--- config.mk ---
export PLATFORM = sky130hd
export DESIGN_NAME = sdo_expedited_client_core
export DESIGN_NICKNAME = d
export VERILOG_FILES = /design/src/hw/rtl/sdo_pkg.sv /design/src/hw/rtl/sdo_expedited_client_core.sv
export VERILOG_INCLUDE_DIRS = /design/src /design/src/hw/rtl
export SDC_FILE = /design/constraint.sdc
export NUM_CORES = 1
export LEC_CHECK = 0
export ABC_AREA = 1
export BUFFER_PORTS_ARGS = -buffer_cell sky130_fd_sc_hd__buf_2
export CORE_MARGIN = 2
export CORE_UTILIZATION = 56
export DETAILED_ROUTE_END_ITERATION = 6
export PLACE_DENSITY_LB_ADDON = 0.25
export REMOVE_ABC_BUFFERS = 1
export SYNTH_ARGS = -nofsm -noshare
export SYNTH_HDL_FRONTEND = slang
export SYNTH_SLANG_ARGS = --single-unit
export TNS_END_PERCENT = 50
--- constraint.sdc ---
create_clock -name i_clk -period 7.2 [get_ports i_clk]
set_clock_uncertainty 0.05 [all_clocks]
set_input_delay 0.36 -clock i_clk [delete_from_list [all_inputs] [get_ports i_clk]]
set_output_delay 0.36 -clock i_clk [all_outputs]
set_load 0.1 [all_outputs]
--- src/hw/rtl/sdo_expedited_client_core_assert.svh ---
// Assertion helpers shared by the SDO client RTL.
`ifndef SDO_EXPEDITED_CLIENT_CORE_ASSERT_SVH
`define SDO_EXPEDITED_CLIENT_CORE_ASSERT_SVH

// Same-cycle implication, checked outside reset.
`define SDO_ASSERT_NOW(label, clk, rst_n, ante, cons) \
    label: assert property (@(posedge clk) disable iff (!rst_n) (ante) |-> (cons)) \
        else $error("SDO client assertion failed");

// Next-cycle implication, checked outside reset.
`define SDO_ASSERT_NEXT(label, clk, rst_n, ante, cons) \
    label: assert property (@(posedge clk) disable iff (!rst_n) (ante) |=> (cons)) \
        else $error("SDO client assertion failed");

`endif

--- src/hw/rtl/sdo_pkg.sv ---
package sdo_pkg;

    // Event codes carried in the mode field.
    localparam logic [2:0] MODE_START_WRITE = 3'd0;
    localparam logic [2:0] MODE_START_READ  = 3'd1;
    localparam logic [2:0] MODE_FRAME       = 3'd2;
    localparam logic [2:0] MODE_TICK        = 3'd3;
    localparam logic [2:0] MODE_REFUSED     = 3'd4;

    localparam logic OUT_TRANSMIT = 1'b0;
    localparam logic OUT_FINISH   = 1'b1;

    localparam logic [2:0] STATUS_OK         = 3'd0;
    localparam logic [2:0] STATUS_REFUSED    = 3'd1;
    localparam logic [2:0] STATUS_EXHAUSTED  = 3'd2;
    localparam logic [2:0] STATUS_ABORT      = 3'd3;
    localparam logic [2:0] STATUS_UNEXPECTED = 3'd4;
    localparam logic [2:0] STATUS_BAD_SIZE   = 3'd5;

    // Pending operation after a start.
    localparam logic [1:0] OP_WRITE    = 2'd0;
    localparam logic [1:0] OP_READ_S32 = 2'd1;
    localparam logic [1:0] OP_READ_U16 = 2'd2;
    localparam logic [1:0] OP_READ_U32 = 2'd3;

    localparam logic [1:0] KIND_U32 = 2'd2;

    localparam logic [2:0] SIZE_1 = 3'd1;
    localparam logic [2:0] SIZE_2 = 3'd2;
    localparam logic [2:0] SIZE_4 = 3'd4;

    localparam logic [10:0] ID_REQUEST_BASE = 11'h600;
    localparam logic [10:0] ID_REPLY_BASE   = 11'h580;

    localparam logic [7:0] CMD_WRITE_1     = 8'h2F;
    localparam logic [7:0] CMD_WRITE_2     = 8'h2B;
    localparam logic [7:0] CMD_WRITE_4     = 8'h23;
    localparam logic [7:0] CMD_READ        = 8'h40;
    localparam logic [7:0] CMD_ABORT       = 8'h80;
    localparam logic [7:0] CMD_WRITE_ACK   = 8'h60;
    localparam logic [7:0] CMD_READ_4      = 8'h43;
    localparam logic [7:0] CMD_READ_NOSIZE = 8'h42;
    localparam logic [7:0] CMD_READ_2      = 8'h4B;

    // Configuration register indexes.
    localparam logic [1:0] CFG_NODE_NUMBER   = 2'd0;
    localparam logic [1:0] CFG_TIMEOUT_TICKS = 2'd1;
    localparam logic [1:0] CFG_ATTEMPT_LIMIT = 2'd2;

    localparam logic [6:0]  NODE_RESET    = 7'd1;
    localparam logic [15:0] TIMEOUT_RESET = 16'd100;
    localparam logic [7:0]  ATTEMPT_RESET = 8'd3;

    typedef struct packed {
        logic [2:0]         mode;
        logic [15:0]        obj_index;
        logic [7:0]         obj_subindex;
        logic signed [31:0] write_value;
        logic [2:0]         write_size;
        logic [1:0]         read_kind;
        logic [10:0]        frame_id;
        logic [7:0]         frame_cmd;
        logic [31:0]        frame_payload;
    } t_sdo_in;

    typedef struct packed {
        logic        out_kind;
        logic [10:0] tx_ident;
        logic [63:0] tx_bytes;
        logic [2:0]  status;
        logic [31:0] read_value;
        logic [31:0] abort_code;
    } t_sdo_out;

endpackage

--- src/hw/rtl/sdo_expedited_client_core.sv ---
// Channel  Direction  Handshake                Beat payload
// in       input      i_in_valid / o_in_stall  t_sdo_in: one event
// out      output     o_out_valid / i_out_stall t_sdo_out: transmit or finish
// cfg      input      i_cfg_valid / o_cfg_ready index 0..2, 16-bit data
//
// One event is taken every cycle while o_in_stall is low and goes into the input
// register; one decode-and-update pass sets its result in the result register.
// Reset is synchronous and active low; it clears the valids and the transaction
// state and loads the configuration defaults.
// A stall on the output holds the result register and, once the input register
// is also full, raises o_in_stall. The configuration port is always ready.
module sdo_expedited_client_core
    import sdo_pkg::*;
(
    input  logic        i_clk,
    input  logic        i_rst_n,
    input  logic        i_in_valid,
    output logic        o_in_stall,
    input  t_sdo_in     i_in_item,
    output logic        o_out_valid,
    input  logic        i_out_stall,
    output t_sdo_out    o_out_item,
    input  logic        i_cfg_valid,
    output logic        o_cfg_ready,
    input  logic [1:0]  i_cfg_index,
    input  logic [15:0] i_cfg_data
);

    logic        r_in_valid;
    t_sdo_in     r_in;
    logic        r_out_valid;
    t_sdo_out    r_out;

    logic [6:0]  r_node;
    logic [15:0] r_timeout;
    logic [7:0]  r_attempt_limit;

    logic        r_busy;
    logic [1:0]  r_pending_op;
    logic [7:0]  r_attempts;
    logic [15:0] r_ticks;
    logic [63:0] r_saved;

    logic        n_busy;
    logic [1:0]  n_pending_op;
    logic [7:0]  n_attempts;
    logic [15:0] n_ticks;
    logic [63:0] n_saved;
    logic        n_res_valid;
    t_sdo_out    n_res;

    logic        advance;
    logic [15:0] lim;
    logic [7:0]  att;
    logic [16:0] tick_next;
    logic [7:0]  wr_cmd;
    logic [31:0] wr_val;
    logic        size_ok;
    logic        reply_ok;
    logic [1:0]  read_op;
    logic        res_finish;
    logic        res_transmit;

    assign advance     = !r_out_valid || !i_out_stall;
    assign o_in_stall  = r_in_valid && !advance;
    assign o_out_valid = r_out_valid;
    assign o_out_item  = r_out;
    assign o_cfg_ready = 1'b1;

    assign lim       = (r_timeout == 16'd0) ? 16'd1 : r_timeout;
    assign att       = (r_attempt_limit == 8'd0) ? 8'd1 : r_attempt_limit;
    assign tick_next = {1'b0, r_ticks} + 17'd1;
    assign read_op   = ((r_in.read_kind > KIND_U32) ? KIND_U32 : r_in.read_kind) + 2'd1;

    assign res_finish   = advance && n_res_valid && n_res.out_kind == OUT_FINISH;
    assign res_transmit = advance && n_res_valid && n_res.out_kind == OUT_TRANSMIT;

    always_comb begin
        size_ok = 1'b1;
        wr_cmd  = CMD_WRITE_4;
        wr_val  = r_in.write_value[31:0];
        case (r_in.write_size)
            SIZE_1: begin
                wr_cmd = CMD_WRITE_1;
                wr_val = {24'd0, r_in.write_value[7:0]};
            end
            SIZE_2: begin
                wr_cmd = CMD_WRITE_2;
                wr_val = {16'd0, r_in.write_value[15:0]};
            end
            SIZE_4: begin
                wr_cmd = CMD_WRITE_4;
            end
            default: begin
                size_ok = 1'b0;
            end
        endcase
    end

    always_comb begin
        case (r_pending_op)
            OP_WRITE:    reply_ok = (r_in.frame_cmd == CMD_WRITE_ACK);
            OP_READ_S32: reply_ok = (r_in.frame_cmd == CMD_READ_4)
                                 || (r_in.frame_cmd == CMD_READ_NOSIZE);
            OP_READ_U16: reply_ok = (r_in.frame_cmd == CMD_READ_2);
            default:     reply_ok = (r_in.frame_cmd == CMD_READ_4);
        endcase
    end

    always_comb begin
        n_busy       = r_busy;
        n_pending_op = r_pending_op;
        n_attempts   = r_attempts;
        n_ticks      = r_ticks;
        n_saved      = r_saved;
        n_res_valid  = 1'b0;
        n_res        = '0;
        if (r_in_valid) begin
            case (r_in.mode)
                MODE_START_WRITE, MODE_START_READ: begin
                    if (!r_busy) begin
                        n_res_valid = 1'b1;
                        if (r_in.mode == MODE_START_WRITE && !size_ok) begin
                            // Bad size finishes at once and the block stays idle.
                            n_ticks          = 16'd0;
                            n_res.out_kind   = OUT_FINISH;
                            n_res.status     = STATUS_BAD_SIZE;
                        end else begin
                            if (r_in.mode == MODE_START_WRITE) begin
                                n_saved      = {wr_val, r_in.obj_subindex, r_in.obj_index,
                                                wr_cmd};
                                n_pending_op = OP_WRITE;
                            end else begin
                                n_saved      = {32'd0, r_in.obj_subindex, r_in.obj_index,
                                                CMD_READ};
                                n_pending_op = read_op;
                            end
                            n_busy           = 1'b1;
                            n_attempts       = 8'd1;
                            n_ticks          = 16'd0;
                            n_res.out_kind   = OUT_TRANSMIT;
                            n_res.tx_ident   = ID_REQUEST_BASE + {4'd0, r_node};
                            n_res.tx_bytes   = n_saved;
                        end
                    end
                end
                MODE_REFUSED: begin
                    if (r_busy) begin
                        n_busy         = 1'b0;
                        n_ticks        = 16'd0;
                        n_res_valid    = 1'b1;
                        n_res.out_kind = OUT_FINISH;
                        n_res.status   = STATUS_REFUSED;
                    end
                end
                MODE_TICK: begin
                    if (r_busy) begin
                        if (tick_next < {1'b0, lim}) begin
                            n_ticks = tick_next[15:0];
                        end else if (r_attempts >= att) begin
                            n_busy         = 1'b0;
                            n_ticks        = 16'd0;
                            n_res_valid    = 1'b1;
                            n_res.out_kind = OUT_FINISH;
                            n_res.status   = STATUS_EXHAUSTED;
                        end else begin
                            n_attempts     = r_attempts + 8'd1;
                            n_ticks        = 16'd0;
                            n_res_valid    = 1'b1;
                            n_res.out_kind = OUT_TRANSMIT;
                            n_res.tx_ident = ID_REQUEST_BASE + {4'd0, r_node};
                            n_res.tx_bytes = r_saved;
                        end
                    end
                end
                MODE_FRAME: begin
                    if (r_busy && r_in.frame_id == ID_REPLY_BASE + {4'd0, r_node}) begin
                        n_busy         = 1'b0;
                        n_ticks        = 16'd0;
                        n_res_valid    = 1'b1;
                        n_res.out_kind = OUT_FINISH;
                        if (r_in.frame_cmd == CMD_ABORT) begin
                            n_res.status     = STATUS_ABORT;
                            n_res.abort_code = r_in.frame_payload;
                        end else if (!reply_ok) begin
                            n_res.status = STATUS_UNEXPECTED;
                        end else begin
                            n_res.status = STATUS_OK;
                            if (r_pending_op == OP_READ_U16) begin
                                n_res.read_value = {16'd0, r_in.frame_payload[15:0]};
                            end else if (r_pending_op != OP_WRITE) begin
                                n_res.read_value = r_in.frame_payload;
                            end
                        end
                    end
                end
                default: begin
                end
            endcase
        end
    end

    always_ff @(posedge i_clk) begin
        if (!i_rst_n) begin
            r_in_valid      <= 1'b0;
            r_out_valid     <= 1'b0;
            r_node          <= NODE_RESET;
            r_timeout       <= TIMEOUT_RESET;
            r_attempt_limit <= ATTEMPT_RESET;
            r_busy          <= 1'b0;
            r_pending_op    <= OP_WRITE;
            r_attempts      <= 8'd0;
            r_ticks         <= 16'd0;
            r_saved         <= 64'd0;
        end else begin
            if (!o_in_stall) begin
                r_in_valid <= i_in_valid;
            end
            if (advance) begin
                r_out_valid <= n_res_valid;
                if (r_in_valid) begin
                    r_busy       <= n_busy;
                    r_pending_op <= n_pending_op;
                    r_attempts   <= n_attempts;
                    r_ticks      <= n_ticks;
                    r_saved      <= n_saved;
                end
            end
            if (i_cfg_valid && o_cfg_ready) begin
                case (i_cfg_index)
                    CFG_NODE_NUMBER:   r_node          <= i_cfg_data[6:0];
                    CFG_TIMEOUT_TICKS: r_timeout       <= i_cfg_data;
                    CFG_ATTEMPT_LIMIT: r_attempt_limit <= i_cfg_data[7:0];
                    default: begin
                    end
                endcase
            end
        end
    end

    always_ff @(posedge i_clk) begin
        if (!o_in_stall) begin
            r_in <= i_in_item;
        end
        if (advance) begin
            r_out <= n_res;
        end
    end

`include "sdo_expedited_client_core_assert.svh"

    // A finish beat always leaves the client idle.
    `SDO_ASSERT_NEXT(a_finish_idle, i_clk, i_rst_n, res_finish, !r_busy)
    // A transmit beat always leaves a live transaction with an attempt counted.
    `SDO_ASSERT_NEXT(a_tx_busy, i_clk, i_rst_n, res_transmit, r_busy && r_attempts != 8'd0)
    // A transaction in flight has used at least one attempt.
    `SDO_ASSERT_NOW(a_busy_attempts, i_clk, i_rst_n, r_busy, r_attempts != 8'd0)

endmodule

==> flow_summary.yaml, run 1 <==
status:
  outcome: "completed"
timing:
  worst_pin_slew_ps: 1230
  setup_viol: 0
  relSlewSlack_pct: 17.9
  timing.fmax_mhz: 256
  finalHoldViolations: 0
  finalSetupTns_ps: 0
  min_period_over_period_pct: 54.3
  layout_min_cycle_time_ps: 3910
  worst_slack_ps: 3290
  slew_violations: 0
  rsz0062_at_grt: "false"
synth:
  async_flop_share_pct: 0
  synthFlopType: "edfxtp_1"
  yosys_register_bits: 371
  synth_warnings: 0
  yosysMostFrequentCell: "nand2_1"
  synth.top_cells.by_count: "nand2_1 (278), edfxtp_1 (251), a21oi_1 (184)"
  syn_inst: 1471
  ys_seq_area_share_pct: 64.9
  synth_top_area_share_pct: 49.2
  mappedNetlistArea_mm2: 0.0153
  synthTopCellsByArea: "edfxtp_1 (49%), dfxtp_1 (16%), nand2_1 (6.8%)"
  netlist-cell-type-count: 41
  avgSynthCellArea_um2: 10.4
  synth_edf_count: 251
  synth_area_leader_cell: "edfxtp_1"
floorplanning:
  die-area_mm2: 0.0287
  die_y_um: 169
  rows: 60
  start_util_pct: 57.0
  core_area_mm2: 0.0269
  io_pins: 284
  dieWidth_um: 169
worst_hold_path:
  hold_class: "input pin to flop"
global_routing:
  antenna_found_initial: 0
  grt_max_degree: 68
  grt_usage_pct: 26.8
  globalRouteOverflowTotal: 0
  grt_pass1_vias: 11800
  grt_pass1_wl_um: 61100
setup_path:
  cp.required_ps: 7520
  cp-start-kind: "flop"
  cp.arrival_ps: 4230
  critPathKind: "flop to flop"
  timing.critical_path.to_type: "flop"
  critPathMaxFanout: 67
detailed_routing:
  drc: 0
  avgViaCountPerCell: 5.53
  wl_per_cell_um: 17.8
  ant_nets: 0
  routed_wl_um: 39200
  dr.first_iter.drc_count: 1119
  num_vias: 12200
  firstDrtPassIters: 5
cts:
  cts_inserted_buffers: 38
  clock_path_buffers: 3
  clk_pin_slew_ps: 60
  htreeDepth: 2
  clock_latency_ps: 520
  post-cts-setup-buffers: 0
  root_buffer: "clkbuf_16"
  cts_tree: "yes"
  cts_sinks: 371
cells_and_area:
  synthToLayoutAreaGrowth_pct: 25.5
  fin_nets: 1998
  final_layout_size_suffix_gt1_share_pct: 21.5
placement:
  dp_hpwl_um: 22900
  gp_congestion: 0.851
  pre_cts_slack_ps: 3320
  port_buffers: 278
power:
  ir_drop_v: 0.000160
  power_density_mw_per_mm2: 242
  power.leakage_nw: 8.12
job:
  maxCapViolCount: 0
[repair_timing]
item	in CTS	in global routing
hold buffers	115	0
resized for setup	0	0
endpoints found under the hold margin	115	0
[state kept, by name (all words and copies together), names as in the netlist]
name,cells
r_attempts,8
o_out_item,136
r_in,115
r_in_valid,1
r_timeout,16
r_pending_op,2
r_saved,60
r_attempt_limit,8
r_node,7
o_out_valid,1
r_ticks,16
r_busy,1
[per-layer routing]
| metal | wire length [µm] | track usage, % | vias up |
|---|---|---|---|
| li1 | - | - | 5785 |
| met1 | 15700 | 34.9 | 5780 |
| met2 | 19500 | 46.6 | 565 |
| met3 | 3080 | 3.96 | 70 |
| met4 | 949 | 8.03 | 0 |
| met5 | 0 | 0 | - |
[placed cells by master (no fill, tap or decap), types with 10 or more instances in the layout]
cell | Yosys | routed
a21oi_1 | 184 | 184
buf_2 | 10 | 278
buf_4 | 9 | 12
clkbuf_16 | 0 | 40
clkinv_1 | 3 | 11
dfxtp_1 | 120 | 120
dlygate4sd3_1 | 0 | 115
edfxtp_1 | 251 | 251
ha_1 | 25 | 25
inv_1 | 123 | 121
inv_2 | 8 | 10
nand2_1 | 278 | 276
nand3_1 | 60 | 60
nand4_1 | 77 | 77
nor2_1 | 111 | 110
nor2_2 | 21 | 20
nor2_4 | 11 | 13
nor3_1 | 10 | 10
nor4_1 | 20 | 20
o21ai_0 | 38 | 38
xor2_1 | 10 | 10
[area by class of cell]
type                            instances  area [µm²]
Antenna cell                            1        2.50
Clock buffer                           47        1050
Clock inverter                         22         155
Fill cell                            1887        7660
Inverter                              134         505
Multi-Input combinational cell        885        4510
Sequential cell                       371        9940
Tap cell                              341         427
Timing Repair Buffer                  405        2630
[power by group]
part / leakage [nW] / internal [mW] / switching [mW]
Combinational: 3.68 / 0.112 / 0.276
Clock: 0.595 / 1.10 / 0.801
Sequential: 3.85 / 2.33 / 0.0312
[critical path, stage by stage (launching register included)]
cell and delay (ps):
dfxtp_1 380, ha_1 200, nand3_1 170, inv_1 90, nand2_1 100, nor3_1 230, nand2_1 100, xor2_1 140
inv_1 80, ha_1 300, nand2_1 70, inv_1 50, nand3_1 50, inv_1 50, nand3_1 90, inv_1 60
nand3_1 90, nand2_2 90, buf_4 610, inv_1 480, nand3_1 200, a21oi_1 70
[through the flow]
stage	hold slack, ps	total power [mW]	instance area, µm²	std cells	utilization, %
floorplan	392	2.63	14900	1390	-
global placement	398	2.73	16900	2021	62.7
detailed placement	403	2.74	16900	2021	62.7
CTS	37.5	4.67	19200	2205	71.5
global route	63.5	4.78	19200	2205	71.5
finish	47.7	4.65	19200	2206	71.5
[cell families after synthesis]
group,synth area share [%]
and+or+nand+nor,18.0
DFF,64.9
AOI/OAI and AO/OA,8.06
buffers and inverters,5.87
adders and majority gates,2.04
xor gates and xnor gates,1.09
other,0.0490
[worst paths after layout]
check,startpoint,end,slack (ps),cells after the start
max,r_ticks[0],r_ticks[14],3290,21
min,i_cfg_data[2],r_timeout[2],50,3
max reg2reg,r_ticks[0],r_ticks[14],3290,21
min reg2reg,r_saved[61],r_saved[61],410,2
No activity file was read; power rests on OpenSTA's default activity.
==> inputs of run 2 (changes only) <==
Clock period 7.2 ns to 3.9 ns, I/O delays scaled along.
==> run 2 against run 1 <==
  * The run now ends with DRC left
  * Count of clock-buffer cells in the layout grew 10
  * Utilization grew 1.2 points
  * First-iteration DRC count increased by 9.1%
  * Critical endpoint is now r_ticks[13]
  * Sequential cell count is the same
==> flow_summary.yaml, run 2 (synthesis results as in run 1) <==
setup_path:
  cp.arrival_ps: 3710
  critPathMaxFanout: 16
  cp-start-kind: "flop"
  crit_path_cell_trace: "ha_1 > nand3_1 > inv_1 > nand2_1 > nor3_1 > nand3_1 > xor2_1 > inv_1 > ha_1 > a21oi_1 > o21bai_1 > nor2_1 > nand2_1 > nor2_1 > nand2_2 > inv_1 > nand3_1 > a21oi_1"
  cp_num_buf_inv: 3
  slowest_delay_ps: 420
  crit_slowest_cell: "inv_1"
  timing.critical_path.to_type: "flop"
  critPathKind: "flop to flop"
  cp_top_family: "simple AND/OR/NAND/NOR gates"
  cp.required_ps: 4280
detailed_routing:
  avgViaCountPerCell: 5.56
  firstDrtPassIters: 7
  wl_per_cell_um: 18.1
  dr.first_iter.drc_count: 1221
  drc: 1
  num_vias: 12400
  routed_wl_um: 40500
  ant_nets: 0
cts:
  clk_pin_slew_ps: 60
  cts_tree: "yes"
  clock_latency_ps: 540
  post-cts-setup-buffers: 0
  htreeDepth: 2
  root_buffer: "clkbuf_16"
  cts_inserted_buffers: 39
  cts_sinks: 371
  clock_path_buffers: 3
global_routing:
  grt_pass1_vias: 12000
  globalRouteOverflowTotal: 0
  grt_pass1_wl_um: 62800
  antenna_found_initial: 0
  grt_max_degree: 84
  grt_usage_pct: 27.5
floorplanning:
  io_pins: 284
  core_area_mm2: 0.0269
  dieWidth_um: 169
  die_y_um: 169
  start_util_pct: 57.0
  rows: 60
  die-area_mm2: 0.0287
cells_and_area:
  mostFrequentLayoutCells: "buf_2 (278), nand2_1 (276), edfxtp_1 (251)"
  n_fill_cell: 1843
  final_common_cell: "buf_2"
  largest_reg_flops: 136
  fin_cells: 2235
  fin_nets: 2026
  synthToLayoutAreaGrowth_pct: 27.6
  final_layout_size_suffix_gt1_share_pct: 21.5
  diodes: 0
placement:
  dp_hpwl_um: 23900
  gp_congestion: 0.849
  port_buffers: 278
  placedCellCount: 2029
timing:
  hold_ws_ps: 43.6
  setup_viol: 0
  rsz0062_at_grt: "false"
  slew_violations: 0
  worst_pin_slew_ps: 1140
  min_period_over_period_pct: 85.3
  relSlewSlack_pct: 23.7
  layout_min_cycle_time_ps: 3330
  finalHoldViolations: 0
  timing.fmax_mhz: 301
status:
  outcome: "finished, violations left"
  violations: "DRC"
worst_hold_path:
  hold_class: "input pin to flop"
power:
  power_density_mw_per_mm2: 444
  total_power_mw: 8.68
  power.leakage_nw: 8.26
  ir_drop_v: 0.000413
job:
  maxCapViolCount: 0
-- run 2: cell count changes in the layout (fill, tap and decap cells not counted), moves of 3 or more --
| cell | change |
|---|---|
| clkbuf_8 | +3 |
| clkinv_1 | -3 |
| buf_4 | +3 |
| buf_12 | +4 |
| dlygate4sd3_1 | +19 |
| clkbuf_1 | +7 |
| clkinv_2 | -4 |
-- run 2: area by class of cell --
| cell class | instances | area, µm² | area share [%] |
|---|---|---|---|
| tap | 341 | 427 | 2.18 |
| clock inverter | 15 | 110 | 0.563 |
| sequential | 371 | 9940 | 50.9 |
| inverter | 134 | 505 | 2.59 |
| timing repair buffer | 432 | 2940 | 15.0 |
| clock buffer | 57 | 1110 | 5.70 |
| multi-input combinational | 885 | 4510 | 23.1 |
-- run 2: where the power goes --
group	leakage, nW	total [mW]	switching [mW]	internal, mW
combinational	3.82	0.736	0.514	0.222
sequential	3.85	4.36	0.0598	4.30
clock	0.598	3.58	1.53	2.06
-- run 2: path summary, 6_finish.rpt --
check	startpoint	to	slack [ps]	depth (start not counted)
min reg2reg	r_saved[21]	r_saved[21]	410	2
max	r_ticks[0]	r_ticks[13]	570	18
max reg2reg	r_ticks[0]	r_ticks[13]	570	18
min	i_cfg_index[1]	r_timeout[5]	40	3
-- run 2: per-layer routing --
metal	vias up	global-route usage, %	part of all wire [%]
met3	88	4.66	7.9
met1	5888	36.3	40
met5	-	0	0
met2	596	46.7	49
met4	0	8.55	2.8
li1	5844	-	-
-- run 2: metrics by stage --
| stage | instance area, µm² | setup WS (ps) | utilization (%) | TNS (ps) |
|---|---|---|---|---|
| floorplan | 14900 | -5050 | - | -903590 |
| global placement | 17000 | 666 | 63.2 | 0 |
| detailed placement | 17000 | 537 | 63.2 | 0 |
| CTS | 19500 | 525 | 72.7 | 0 |
| global route | 19500 | 94.5 | 72.7 | 0 |
| finish | 19500 | 575 | 72.7 | 0 |
-- run 2: repair_timing --
action,in CTS,in global routing
gates resized for setup,0,1
setup endpoints to repair,0,3
hold buffers,134,0
hold endpoints to repair,146,0
-- run 2: worst register-to-register path, cell delays in order, from the launching register on --
cell,delay [ps]
dfxtp_1,380
ha_1,200
nand3_1,170
inv_1,90
nand2_1,110
nor3_1,220
nand3_1,120
xor2_1,140
inv_1,70
ha_1,310
a21oi_1,130
o21bai_1,70
nor2_1,100
nand2_1,60
nor2_1,170
nand2_2,110
inv_1,420
nand3_1,140
a21oi_1,180
==> inputs of run 3 (changes only) <==
Settings changed: REMOVE_ABC_BUFFERS 1 to default.
==> run 3 against run 2 <==
  * The flow now finishes without violations
  * Clock power shrank 2%
  * Hold slack gained 21 ps
  * Die area is the same
  * Utilization shrank 0.20 points
  * Wire length is essentially flat
  * Power shrank 0.74%
  * Combinational power is essentially flat
  * Cell count shrank 0.27%
  * Maximum frequency shrank 5.8%
  * Non-clock buffer count shrank 2
  * Sequential cell count is the same
  * Sequential share of layout area grew 0.16 points
==> flow_summary.yaml, run 3 (synthesis results as in run 1) <==
status:
  outcome: "completed"
power:
  swShare_pct: 23.8
  p_switching_mw: 2.05
  total_power_mw: 8.61
  combinationalPowerShare_pct: 8.6
  ir_drop_v: 0.000363
  power.leakage_nw: 8.22
  p_clk_share_pct: 40.8
  seqPwrFrac_pct: 50.6
  p_int_mw: 6.56
  power_density_mw_per_mm2: 442
setup_path:
  r2r-start: "r_ticks[0]"
  slowest_delay_ps: 380
  crit_top_cell: "nand2_1"
  crit_slowest_cell: "dfxtp_1"
  cp_num_buf_inv: 2
  cp.arrival_ps: 3730
  timing.critical_path.to_type: "flop"
  cp.required_ps: 4100
  critPathKind: "flop to flop"
  worstReg2RegEnd: "o_out_item[135]"
  worst-path-stages: 19
  cp-start-kind: "flop"
  cp-startpoint: "r_ticks[0]"
  critPathMaxFanout: 8
  crit_path_cell_trace: "ha_1 > nand3_1 > inv_1 > nand2_1 > nor3_1 > nand2_1 > xor2_1 > inv_1 > ha_1 > a21oi_1 > o21ai_0 > nand3_1 > nand2_1 > nor2_1 > nand2_2 > nand3_1 > nand2_1 > nand2_1 > nor2_1"
  r2r_cells: 19
  reg2reg_slack_ps: 370
  crit_end: "o_out_item[135]"
  cp_top_family: "simple AND/OR/NAND/NOR gates"
cells_and_area:
  final_util_pct: 72.5
  final_layout_size_suffix_gt1_share_pct: 21.5
  largest_reg_flops: 136
  diodes: 0
  final_common_cell: "buf_2"
  synthToLayoutAreaGrowth_pct: 27.3
  fin_nets: 2023
  mostFrequentLayoutCells: "buf_2 (278), nand2_1 (276), edfxtp_1 (251)"
  fin_cells: 2229
global_routing:
  grt_max_degree: 72
  grt_pass1_wl_um: 62600
  grt_pass1_vias: 11900
  antenna_found_initial: 0
  globalRouteOverflowTotal: 0
  grt_usage_pct: 27.6
cts:
  cts_inserted_buffers: 38
  cts_sinks: 371
  hold_buffers: 134
  clk_pin_slew_ps: 60
  post-cts-setup-buffers: 0
  htreeDepth: 2
  post_cts_resized: 0
  clock_latency_ps: 530
  root_buffer: "clkbuf_16"
  cts_tree: "yes"
  clock_path_buffers: 3
timing:
  slew_violations: 0
  setup_viol: 0
  timing.fmax_mhz: 283
  finalHoldViolations: 0
  rsz0062_at_grt: "false"
  worst_slack_ps: 371
  min_period_over_period_pct: 90.5
  layout_min_cycle_time_ps: 3530
  worst_pin_slew_ps: 1020
  relSlewSlack_pct: 31.3
job:
  maxCapViolCount: 0
floorplanning:
  rows: 60
  dieWidth_um: 169
  start_util_pct: 57.0
  die_y_um: 169
  core_area_mm2: 0.0269
  io_pins: 284
  die-area_mm2: 0.0287
placement:
  placedCellCount: 2027
  pre_cts_slack_ps: 431
  dp_hpwl_um: 24000
  gp_congestion: 0.845
  port_buffers: 278
detailed_routing:
  num_vias: 12400
  wirelength_met1_um: 15700
  dr.first_iter.drc_count: 1243
  routed_wl_um: 40400
  drc: 0
  ant_nets: 0
  met3WireLength_um: 3440
  avgViaCountPerCell: 5.57
  dr_wl_met2_um: 20100
  maxUsedRoutingLayer: "met4"
  wl_per_cell_um: 18.1
  firstDrtPassIters: 5
worst_hold_path:
  hold_class: "input pin to flop"
==> run 3: cell types whose count changed in the layout (fill, tap and decap cells not counted), sizes merged <==
cell      before  now
clkinv        14    9
buf          298  296
clkbuf        57   58
clkinvlp       1    2
inv          133  132
==> run 3: layout make-up <==
cell class	count	area [µm²]
clock buffers	58	1120
multi-input cells	885	4530
well taps	341	427
clock inverters	10	77.6
flip-flops and latches	371	9940
inverters	134	507
repair buffers	430	2890
fillers	1840	7380
==> run 3: how the worst min path moves through the flow <==
stage              startpoint      endpoint  cells past startpoint  slack (ps)
6_report       i_cfg_index[1]  r_timeout[5]                      3          60
2_1_floorplan    i_in_item[0]       r_in[0]                      0         240
4_1_cts        i_cfg_index[1]  r_timeout[5]                      3          30
3_5_place_dp    i_in_item[54]      r_in[54]                      1         320
5_1_grt        i_cfg_index[1]  r_timeout[5]                      3          70
3_3_place_gp    i_in_item[55]      r_in[55]                      1         320
==> run 3: worst min-delay path, stage by stage <==
cell	delay, ps
buf_2	110
nor3_1	120
o211ai_1	170
==> run 3: routing by layer <==
metal	vias to the layer above	global-route usage (%)
li1	5844	-
met1	5868	35.9
met2	613	47.2
met3	98	4.80
met4	0	9.22
met5	-	0
==> run 3: power by group through the flow <==
stage	combinational, mW	sequential, mW	clock [mW]
global placement	0.608	4.44	0
floorplan	0.239	4.63	0
CTS	0.725	4.36	3.55
finish	0.737	4.36	3.52
detailed placement	0.615	4.44	0
global route	0.784	4.37	3.72
==> run 3: stage by stage <==
step | instance area [µm²] | setup TNS, ps | hold slack, ps
after floorplan | 15400 | -31570 | 244
after global placement | 17000 | 0 | 321
after detailed placement | 17000 | 0 | 323
after CTS | 19500 | 0 | 27.4
after global routing | 19500 | 0 | 70.5
final | 19500 | 0 | 64.8
